`src/rtl/coefficient_scan_order_core_assert.svh`:
```
// ----------------------------------------------------------------------------
// Assertion macros for the coefficient scan order core
// Implication checks that can be compiled out with NO_ASSERTIONS.
// ----------------------------------------------------------------------------
`ifndef COEFFICIENT_SCAN_ORDER_CORE_ASSERT_SVH
`define COEFFICIENT_SCAN_ORDER_CORE_ASSERT_SVH

`ifndef NO_ASSERTIONS

// Same-cycle implication, sampled on clk and held off during reset.
`define CSO_ASSERT_IMPLY(lbl, ante, cons, msg) \
  lbl: assert property (@(posedge clk) disable iff (!rst_n) (ante) |-> (cons)) \
    else $error(msg);

// Next-cycle implication, sampled on clk and held off during reset.
`define CSO_ASSERT_NEXT(lbl, ante, cons, msg) \
  lbl: assert property (@(posedge clk) disable iff (!rst_n) (ante) |=> (cons)) \
    else $error(msg);

`else

`define CSO_ASSERT_IMPLY(lbl, ante, cons, msg)
`define CSO_ASSERT_NEXT(lbl, ante, cons, msg)

`endif

`endif

```
`src/rtl/cso_pkg.sv`:
```
// ----------------------------------------------------------------------------
// cso_pkg
// Types, limits and the zigzag table shared by the scan order core.
// ----------------------------------------------------------------------------
package cso_pkg;

  // Block and sampling limits.
  localparam int MAX_BLOCKS       = 1048576;
  localparam int SAMPLE_THRESHOLD = 1024;
  localparam int SKIP_BLOCKS      = 4;

  // Field and counter widths.
  localparam int CFG_W    = 21;
  localparam int BLK_W    = $clog2(MAX_BLOCKS + 1);
  localparam int EFF_W    = (CFG_W > BLK_W) ? CFG_W : BLK_W;
  localparam int PHASE_W  = (SKIP_BLOCKS > 0) ? $clog2(SKIP_BLOCKS + 1) : 1;
  localparam int NPOS     = 64;
  localparam int POS_W    = 6;
  localparam int COUNT_W  = 18;
  localparam int TOTAL_W  = COUNT_W + POS_W;
  localparam int EST_W    = 27;

  localparam logic [COUNT_W-1:0] COUNT_MAX = {COUNT_W{1'b1}};

  // One input request.
  typedef struct packed {
    logic signed [15:0] coefficient;
    logic               last_coefficient;
  } in_t;

  // One result.
  typedef struct packed {
    logic [POS_W-1:0] scan_rank;
    logic [POS_W-1:0] natural_position;
    logic [EST_W-1:0] nonzero_estimate;
    logic             last_entry;
  } out_t;

  // Access request to the zero count store.
  typedef struct packed {
    logic [POS_W-1:0]   rd_addr;
    logic               wr_en;
    logic [POS_W-1:0]   wr_addr;
    logic [COUNT_W-1:0] wr_data;
    logic               clear;
  } mem_req_t;

  // Zigzag index to natural-order index.
  localparam logic [POS_W-1:0] ZZ_TO_NATURAL [NPOS] = '{
     0,  1,  8, 16,  9,  2,  3, 10, 17, 24, 32, 25, 18, 11,  4,  5,
    12, 19, 26, 33, 40, 48, 41, 34, 27, 20, 13,  6,  7, 14, 21, 28,
    35, 42, 49, 56, 57, 50, 43, 36, 29, 22, 15, 23, 30, 37, 44, 51,
    58, 59, 52, 45, 38, 31, 39, 46, 53, 60, 61, 54, 47, 55, 62, 63
  };

  function automatic logic [POS_W-1:0] zz_to_natural(input logic [POS_W-1:0] idx);
    return ZZ_TO_NATURAL[idx];
  endfunction

endpackage

```
`src/rtl/cso_count_mem.sv`:
```
// ----------------------------------------------------------------------------
// cso_count_mem
// Zero count store: 64 entries, one registered read and one write per cycle,
// with per-entry valid bits so that a run can be cleared at once.
// ----------------------------------------------------------------------------
module cso_count_mem (
  input  logic                          clk,
  input  logic                          rst_n,
  input  cso_pkg::mem_req_t             req,
  output logic [cso_pkg::COUNT_W-1:0]   rd_key
);
  import cso_pkg::*;

  logic [COUNT_W-1:0] mem [NPOS];
  logic [NPOS-1:0]    valid_r;
  logic [COUNT_W-1:0] rd_data_r;
  logic [POS_W-1:0]   rd_addr_r;

  // Storage array with registered read.
  always_ff @(posedge clk) begin
    if (req.wr_en) begin
      mem[req.wr_addr] <= req.wr_data;
    end
    rd_data_r <= mem[req.rd_addr];
    rd_addr_r <= req.rd_addr;
  end

  // Valid bits: cleared by reset and at the end of each run.
  always_ff @(posedge clk) begin
    if (!rst_n) begin
      valid_r <= '0;
    end else if (req.clear) begin
      valid_r <= '0;
    end else if (req.wr_en) begin
      valid_r[req.wr_addr] <= 1'b1;
    end
  end

  // An entry never written in this run reads as zero.
  assign rd_key = valid_r[rd_addr_r] ? rd_data_r : '0;

endmodule

```
`src/rtl/coefficient_scan_order_core.sv`:
```
// ----------------------------------------------------------------------------
// coefficient_scan_order_core
// Counts zeros per coefficient position over sampled blocks, then emits the
// 64 zigzag positions ranked by ascending zero count with the nonzero estimate.
// ----------------------------------------------------------------------------
// Counting: one coefficient per cycle while busy is low, no gaps required.
// After the last coefficient: a drain state, then for each rank a scan (64
// count store reads through the shared compare unit) and a tail state that
// registers the result.
// Synchronous reset clears all counters at once; the receiver cannot stall.
// ----------------------------------------------------------------------------
`include "coefficient_scan_order_core_assert.svh"

module coefficient_scan_order_core (
  input  logic                        clk,
  input  logic                        rst_n,
  // Coefficient requests.
  input  logic                        start,
  output logic                        busy,
  input  cso_pkg::in_t                in_data,
  // Ranked results.
  output logic                        out_valid,
  output cso_pkg::out_t               out_data,
  // Block count register.
  input  logic                        cfg_valid,
  output logic                        cfg_ready,
  input  logic [cso_pkg::CFG_W-1:0]   cfg_data
);
  import cso_pkg::*;

  typedef enum logic [1:0] {S_IDLE, S_DRAIN, S_SCAN, S_TAIL} state_t;

  state_t             state_r;
  logic [CFG_W-1:0]   block_count_r;
  logic [POS_W-1:0]   pos_r;
  logic [BLK_W-1:0]   blk_r;
  logic [PHASE_W-1:0] phase_r;
  logic [EFF_W-1:0]   nb_last_r;
  logic [TOTAL_W-1:0] total_r;
  logic               inc_d_r;
  logic [POS_W-1:0]   pos_d_r;
  logic [EST_W-1:0]   est_r;
  logic [POS_W-1:0]   rank_r;
  logic [POS_W-1:0]   j_r;
  logic               rd_vld_r;
  logic [POS_W-1:0]   rd_j_r;
  logic [COUNT_W-1:0] best_key_r;
  logic [POS_W-1:0]   best_j_r;
  logic               best_ok_r;
  logic [COUNT_W-1:0] prev_key_r;
  logic [POS_W-1:0]   prev_j_r;
  logic               out_valid_r;
  out_t               out_data_r;

  mem_req_t           req;
  logic [COUNT_W-1:0] mem_key;

  logic               accept;
  logic [EFF_W-1:0]   nb;
  logic               sampled;
  logic               run_done;

  logic [COUNT_W-1:0] key_c;
  logic               above_prev;
  logic               better;
  logic               take;
  logic [COUNT_W-1:0] bk_c;
  logic [POS_W-1:0]   bj_c;

  logic [EST_W-1:0]   est_pos;
  logic [EST_W-1:0]   est_sub;
  logic [EST_W-1:0]   est_calc;

  assign busy      = (state_r != S_IDLE);
  assign cfg_ready = 1'b1;
  assign accept    = start && !busy;
  assign out_valid = out_valid_r;
  assign out_data  = out_data_r;

  // Effective block count and the sampling decision for this coefficient.
  assign nb = (EFF_W'(block_count_r) > EFF_W'(MAX_BLOCKS)) ? EFF_W'(MAX_BLOCKS)
                                                           : EFF_W'(block_count_r);
  assign sampled = (nb >= EFF_W'(SAMPLE_THRESHOLD)) && (phase_r == '0) &&
                   (EFF_W'(blk_r) < nb) && (in_data.coefficient == '0);

  // Count store port: counting reads the current position, the scan walks
  // the zigzag order. The increment is written in the cycle after its read.
  always_comb begin
    req.rd_addr = (state_r == S_SCAN) ? zz_to_natural(j_r) : pos_r;
    req.wr_en   = inc_d_r && (mem_key != COUNT_MAX);
    req.wr_addr = pos_d_r;
    req.wr_data = mem_key + COUNT_W'(1);
    req.clear   = run_done;
  end

  assign run_done = (state_r == S_TAIL) && (rank_r == POS_W'(NPOS - 1));

  cso_count_mem u_count_mem (
    .clk    (clk),
    .rst_n  (rst_n),
    .req    (req),
    .rd_key (mem_key)
  );

  // Shared compare unit: finds the smallest (count, zigzag index) pair that
  // lies above the one chosen for the previous rank. The DC entry counts as zero.
  always_comb begin
    key_c      = (rd_j_r == '0) ? '0 : mem_key;
    above_prev = (rank_r == '0) || (key_c > prev_key_r) ||
                 ((key_c == prev_key_r) && (rd_j_r > prev_j_r));
    better     = !best_ok_r || (key_c < best_key_r);
    take       = rd_vld_r && above_prev && better;
    bk_c       = take ? key_c  : best_key_r;
    bj_c       = take ? rd_j_r : best_j_r;
  end

  // Nonzero estimate, clamped at zero.
  always_comb begin
    est_pos  = (EST_W'(nb_last_r) << POS_W) + EST_W'(SKIP_BLOCKS * NPOS);
    est_sub  = EST_W'(total_r) * EST_W'(SKIP_BLOCKS + 1);
    est_calc = (est_sub > est_pos) ? '0 : est_pos - est_sub;
  end

  // Sequencer, counters and result register.
  always_ff @(posedge clk) begin
    if (!rst_n) begin
      state_r       <= S_IDLE;
      block_count_r <= '0;
      pos_r         <= '0;
      blk_r         <= '0;
      phase_r       <= '0;
      total_r       <= '0;
      inc_d_r       <= 1'b0;
      rank_r        <= '0;
      j_r           <= '0;
      rd_vld_r      <= 1'b0;
      best_ok_r     <= 1'b0;
      out_valid_r   <= 1'b0;
    end else begin
      if (cfg_valid && cfg_ready) begin
        block_count_r <= cfg_data;
      end

      inc_d_r     <= accept && sampled;
      pos_d_r     <= pos_r;
      rd_vld_r    <= (state_r == S_SCAN);
      rd_j_r      <= j_r;
      out_valid_r <= (state_r == S_TAIL);

      if (req.wr_en) begin
        total_r <= total_r + TOTAL_W'(1);
      end

      case (state_r)
        S_IDLE: begin
          if (accept) begin
            if (in_data.last_coefficient) begin
              pos_r     <= '0;
              blk_r     <= '0;
              phase_r   <= '0;
              nb_last_r <= nb;
              state_r   <= S_DRAIN;
            end else if (pos_r == POS_W'(NPOS - 1)) begin
              pos_r <= '0;
              if (blk_r < BLK_W'(MAX_BLOCKS)) begin
                blk_r <= blk_r + BLK_W'(1);
              end
              phase_r <= (phase_r >= PHASE_W'(SKIP_BLOCKS)) ? '0 : phase_r + PHASE_W'(1);
            end else begin
              pos_r <= pos_r + POS_W'(1);
            end
          end
        end

        // Let the final increment reach the store before the scan reads it.
        S_DRAIN: begin
          rank_r    <= '0;
          j_r       <= '0;
          best_ok_r <= 1'b0;
          state_r   <= S_SCAN;
        end

        S_SCAN: begin
          if (j_r == '0) begin
            est_r <= est_calc;
          end
          best_key_r <= bk_c;
          best_j_r   <= bj_c;
          best_ok_r  <= best_ok_r || take;
          j_r        <= j_r + POS_W'(1);
          if (j_r == POS_W'(NPOS - 1)) begin
            state_r <= S_TAIL;
          end
        end

        // Last read is folded in here and the rank goes out.
        S_TAIL: begin
          out_data_r.scan_rank          <= rank_r;
          out_data_r.natural_position   <= zz_to_natural(bj_c);
          out_data_r.nonzero_estimate   <= est_r;
          out_data_r.last_entry         <= run_done;
          prev_key_r                    <= bk_c;
          prev_j_r                      <= bj_c;
          best_ok_r                     <= 1'b0;
          rank_r                        <= rank_r + POS_W'(1);
          j_r                           <= '0;
          if (run_done) begin
            total_r <= '0;
            state_r <= S_IDLE;
          end else begin
            state_r <= S_SCAN;
          end
        end

        default: begin
          state_r <= S_IDLE;
        end
      endcase
    end
  end

  // Checks on the run sequencing.
  `CSO_ASSERT_IMPLY(a_mid_result_busy, out_valid && !out_data.last_entry, busy, "result before the final rank while not busy")
  `CSO_ASSERT_IMPLY(a_final_result_idle, out_valid && out_data.last_entry, !busy, "still busy after the final rank")
  `CSO_ASSERT_NEXT(a_last_starts_run, accept && in_data.last_coefficient, busy && !out_valid, "last coefficient did not start the ranking")
  `CSO_ASSERT_IMPLY(a_scan_fresh_rank, (state_r == S_SCAN) && (j_r == '0), !rd_vld_r && !best_ok_r, "rank search started with stale compare state")

endmodule
```
`config.mk`:
```
export PLATFORM = sky130hd
export DESIGN_NAME = coefficient_scan_order_core
export DESIGN_NICKNAME = d
export VERILOG_FILES = /design/src/rtl/cso_pkg.sv /design/src/rtl/cso_count_mem.sv /design/src/rtl/coefficient_scan_order_core.sv
export VERILOG_INCLUDE_DIRS = /design/src /design/src/rtl
export SDC_FILE = /design/constraint.sdc
export NUM_CORES = 2
export LEC_CHECK = 0
export CAP_MARGIN = 0
export CELL_PAD_IN_SITES_DETAIL_PLACEMENT = 0
export CELL_PAD_IN_SITES_GLOBAL_PLACEMENT = 1
export CORE_MARGIN = 2
export CORE_UTILIZATION = 59
export DETAILED_ROUTE_END_ITERATION = 8
export DONT_BUFFER_PORTS = 1
export GPL_TIMING_DRIVEN = 0
export PLACE_DENSITY = 0.85
export SYNTH_ARGS = -nofsm -noshare
export SYNTH_HDL_FRONTEND = slang
export SYNTH_SLANG_ARGS = --single-unit
```
`constraint.sdc`:
```
create_clock -name clk -period 19.7 [get_ports clk]
set_input_delay 3.94 -clock clk [delete_from_list [all_inputs] [get_ports clk]]
set_output_delay 3.94 -clock clk [all_outputs]
set_load 0.01 [all_outputs]
```
==> impl_results.md <==
- Worst Path Max Fanout: 10
- Die height: 329 um
- DPL Wire Length: 111000 um
- Worst clock skew: 0.0352 ns
- Power per Cell Area: 91.7 nW/um^2
- EDFF count, synth: 1300
- Slew @ Worst Pin: 1.25 ns
- Routed vias/inst: 6.36
- Final Hold Fails: 0
- Fillcell total: 6926
- H-tree depth: 4
- Util after Layout: 0.675
- Hold depth: 0
- Root Driver: clkbuf_16
- Total length of routed wires: 162000 um
- CTS tree: done
- Max Clk Rate: 118 MHz
- CTS Buf Count: 149
- Postcts setup bufs: 0
- Pins over their slew limit: 0
- Vias in the first global route: 36300
- Synthesized flop and latch total: 1481
- Row cnt: 119
- Area of the core: 105000 um^2
- Yosys warnings: 0
- CP max stage cell: o31ai_1
- Sequential cell area fraction in the yosys report: 0.683
- Resize count post-CTS: 0
- Antenna Nets Post-Route: 0
- Final Setup Violations: 0
- RSZ-0062 raised after global routing: no
- Die Wd: 329 um
- Initial antenna violation count: 5
- Startpoint class of the critical path: flop
- Outcome: complete, no violations
- Worst r2r path cells: 29
- Routed wire length per instance: 27.8 um
- Layout cells sized above 1: 0.175
- Area of the multi-input gates: 18900 um^2
- Hold crit path type: reg -> reg
- Io pins: 85
- Nets: 4513
- Crit Path Class: reg -> reg
- Worst Path Arrival: 8.96 ns
- CP required: 20.20 ns
- Sink Count: 1481
- Max-cap check violation count: 0
- RePlAce Congestion: 0.954
- Cell mode on critical path: a21o_1
- Layout area overhead: 13.7%
- Clk_lat worst skew: 0.77 ns
- Slew HR: 0.168
- CP max stage delay: 0.80 ns
- Leak: 23.6 nW
- First-pass iteration count of the detailed router: 6
- DR vias: 37000
- Syn Nets: 4268
- Synth cell types: 85
- First-pass GRT wire length: 238000 um
- Max IR drop VDD: 0.128 mV
- GRT overflow: 0
- Clock tree buffer depth: 3
- Clock slew at reported path FFs: 0.06 ns
- Initial Utilization: 0.594
- Final period utilization: 0.430
- Final min period: 8.46 ns
- Sum of negative setup slack: 0 ns
- Prevailing post-synth register cell: edfxtp_1
- Drt first-iter violations: 4726
- # DRC: 0
- I/O Buffers: 0
- Gate Count Post-Synth: 4066
- Total die area: 108000 um^2
- CP endpoint kind: flop
- Largest net degree at the start of global routing: 54
- Register Area: 42700 um^2
- Synth async-reset ratio: 0
- Mapped Avg Cell Area: 15.4 um^2
- Hold buffer count at CTS: 0
- Post-Syn Area: 62500 um^2
- Total GRT Usage: 0.302
-- registers in the layout, summed over array words and instances (netlist names), 18 cells and up --
signal	flops
nb_last_r	21
block_count_r	21
u_count_mem.mem	1152
blk_r	21
est_r	27
u_count_mem.valid_r	64
best_key_r	18
prev_key_r	18
total_r	24
out_data	40
u_count_mem.rd_data_r	18
-- synth_stat cells (9+ instances only) --
cell         n  area, um^2
a211oi_1    14         105
a21o_1      19         143
a21oi_1    108         541
a22oi_1     17         128
a311oi_1    56         490
a31oi_1     26         163
and2_1      26         163
and3_1      94         588
buf_1       37         139
buf_2       41         205
clkbuf_1    99         372
dfxtp_1    181        3620
edfxtp_1  1300       39000
ha_1       159        1990
inv_1      109         409
mux2i_1     63         631
mux4_2     290        6530
nand2_1    442        1660
nand2b_1    24         150
nand3_1     68         340
nand4_1     28         175
nor2_1     391        1470
nor2b_1     26         163
nor3_1      36         180
nor4_1      16         100
o21ai_0    114         571
o31ai_1      9        67.6
or3_1       11        68.8
xnor2_1     42         368
xor2_1      78         683
-- worst paths after layout --
path	to	slack, ns	from
hold reg to reg	out_data[7]	0.42	est_r[6]
setup / recovery	out_data[31]	11.24	u_count_mem.rd_addr_r[2]
setup reg to reg	out_data[31]	11.24	u_count_mem.rd_addr_r[2]
hold / removal	out_data[7]	0.42	est_r[6]
-- cell type report --
class / instances / area share
flip-flops and latches: 1481 / 0.601
multi-input cells: 2282 / 0.266
clock buffers: 187 / 0.0553
well taps: 1391 / 0.0245
repair buffers: 94 / 0.0235
clock inverters: 80 / 0.0121
plain buffers: 185 / 0.0112
inverters: 118 / 0.00627
diodes: 2 / 0.0000705
-- routing by layer --
layer / global-route usage / up-vias / part of all wire
li1: - / 16100 / -
met2: 0.490 / 2028 / 0.48
met4: 0.139 / 6 / 0.049
met1: 0.401 / 18500 / 0.37
met5: 0 / - / 0.00027
met3: 0.0574 / 388 / 0.093
-- report_power, final --
part | leakage (nW) | total, mW | internal [mW] | switching [mW]
registers | 12.8 | 3.41 | 3.39 | 0.0141
logic | 8.50 | 0.313 | 0.120 | 0.194
clock network | 2.32 | 2.79 | 1.59 | 1.19
total | 23.6 | 6.51 | 5.11 | 1.40
-- metrics by stage --
stage | instances | hold slack [ns] | power, mW | instance area [um^2] | worst slack, ns
2_1_floorplan | 4066 | 0.400 | 3.67 | 62500 | 12.64
3_3_place_gp | 5457 | 0.403 | 3.77 | 64200 | 9.58
3_5_place_dp | 5551 | 0.407 | 3.78 | 66200 | 11.39
4_1_cts | 5818 | 0.421 | 6.53 | 71000 | 11.33
5_1_grt | 5819 | 0.439 | 6.66 | 71000 | 10.77
6_report | 5820 | 0.420 | 6.51 | 71000 | 11.24
-- logic make-up (layout without fill, tap and decap cells) --
kind of cell | Yosys count | in the layout | synth area share
AO/OA/AOI/OAI | 440 | 440 | 0.0458
XOR/XNOR | 120 | 120 | 0.0168
adder cells (fa/ha/maj) | 160 | 160 | 0.0322
buffers and inverters | 303 | 664 | 0.0198
flip-flops | 1481 | 1481 | 0.683
multiplexers | 364 | 364 | 0.117
other | 1 | 3 | 0.0000600
AND/OR/NAND/NOR | 1197 | 1197 | 0.0857
-- layout by cell type, fill, tap and decap left out, drive strengths merged, types with 8 or more instances in the layout --
cell,instances
nor2b,26
xnor2,42
inv,121
nand2,443
a311oi,56
a21oi,108
buf,178
mux4,290
nor3,36
and2,28
ha,159
nand2b,24
o21ai,124
nand3b,8
xor2,78
nor4,17
o21a,8
a21o,19
nor2,392
mux2i,63
clkbuf,288
a211oi,14
bufinv,13
and3,94
a22oi,17
nand4,28
clkinv,57
o31ai,12
nand3,70
edfxtp,1300
a31oi,26
mux2,11
dfxtp,181
or3,11
-- critical path, delay by kind of cell (launching register included) --
| kind | cells | cell delay [ns] |
|---|---|---|
| buffers and inverters | 6 | 1.59 |
| and+or+nand+nor | 6 | 1.30 |
| muxes | 1 | 0.58 |
| DFF | 1 | 0.33 |
| adders and majority gates | 2 | 0.65 |
| AOI/OAI and AO/OA | 14 | 3.73 |
Note: power is estimated with default switching activity, not from simulation.
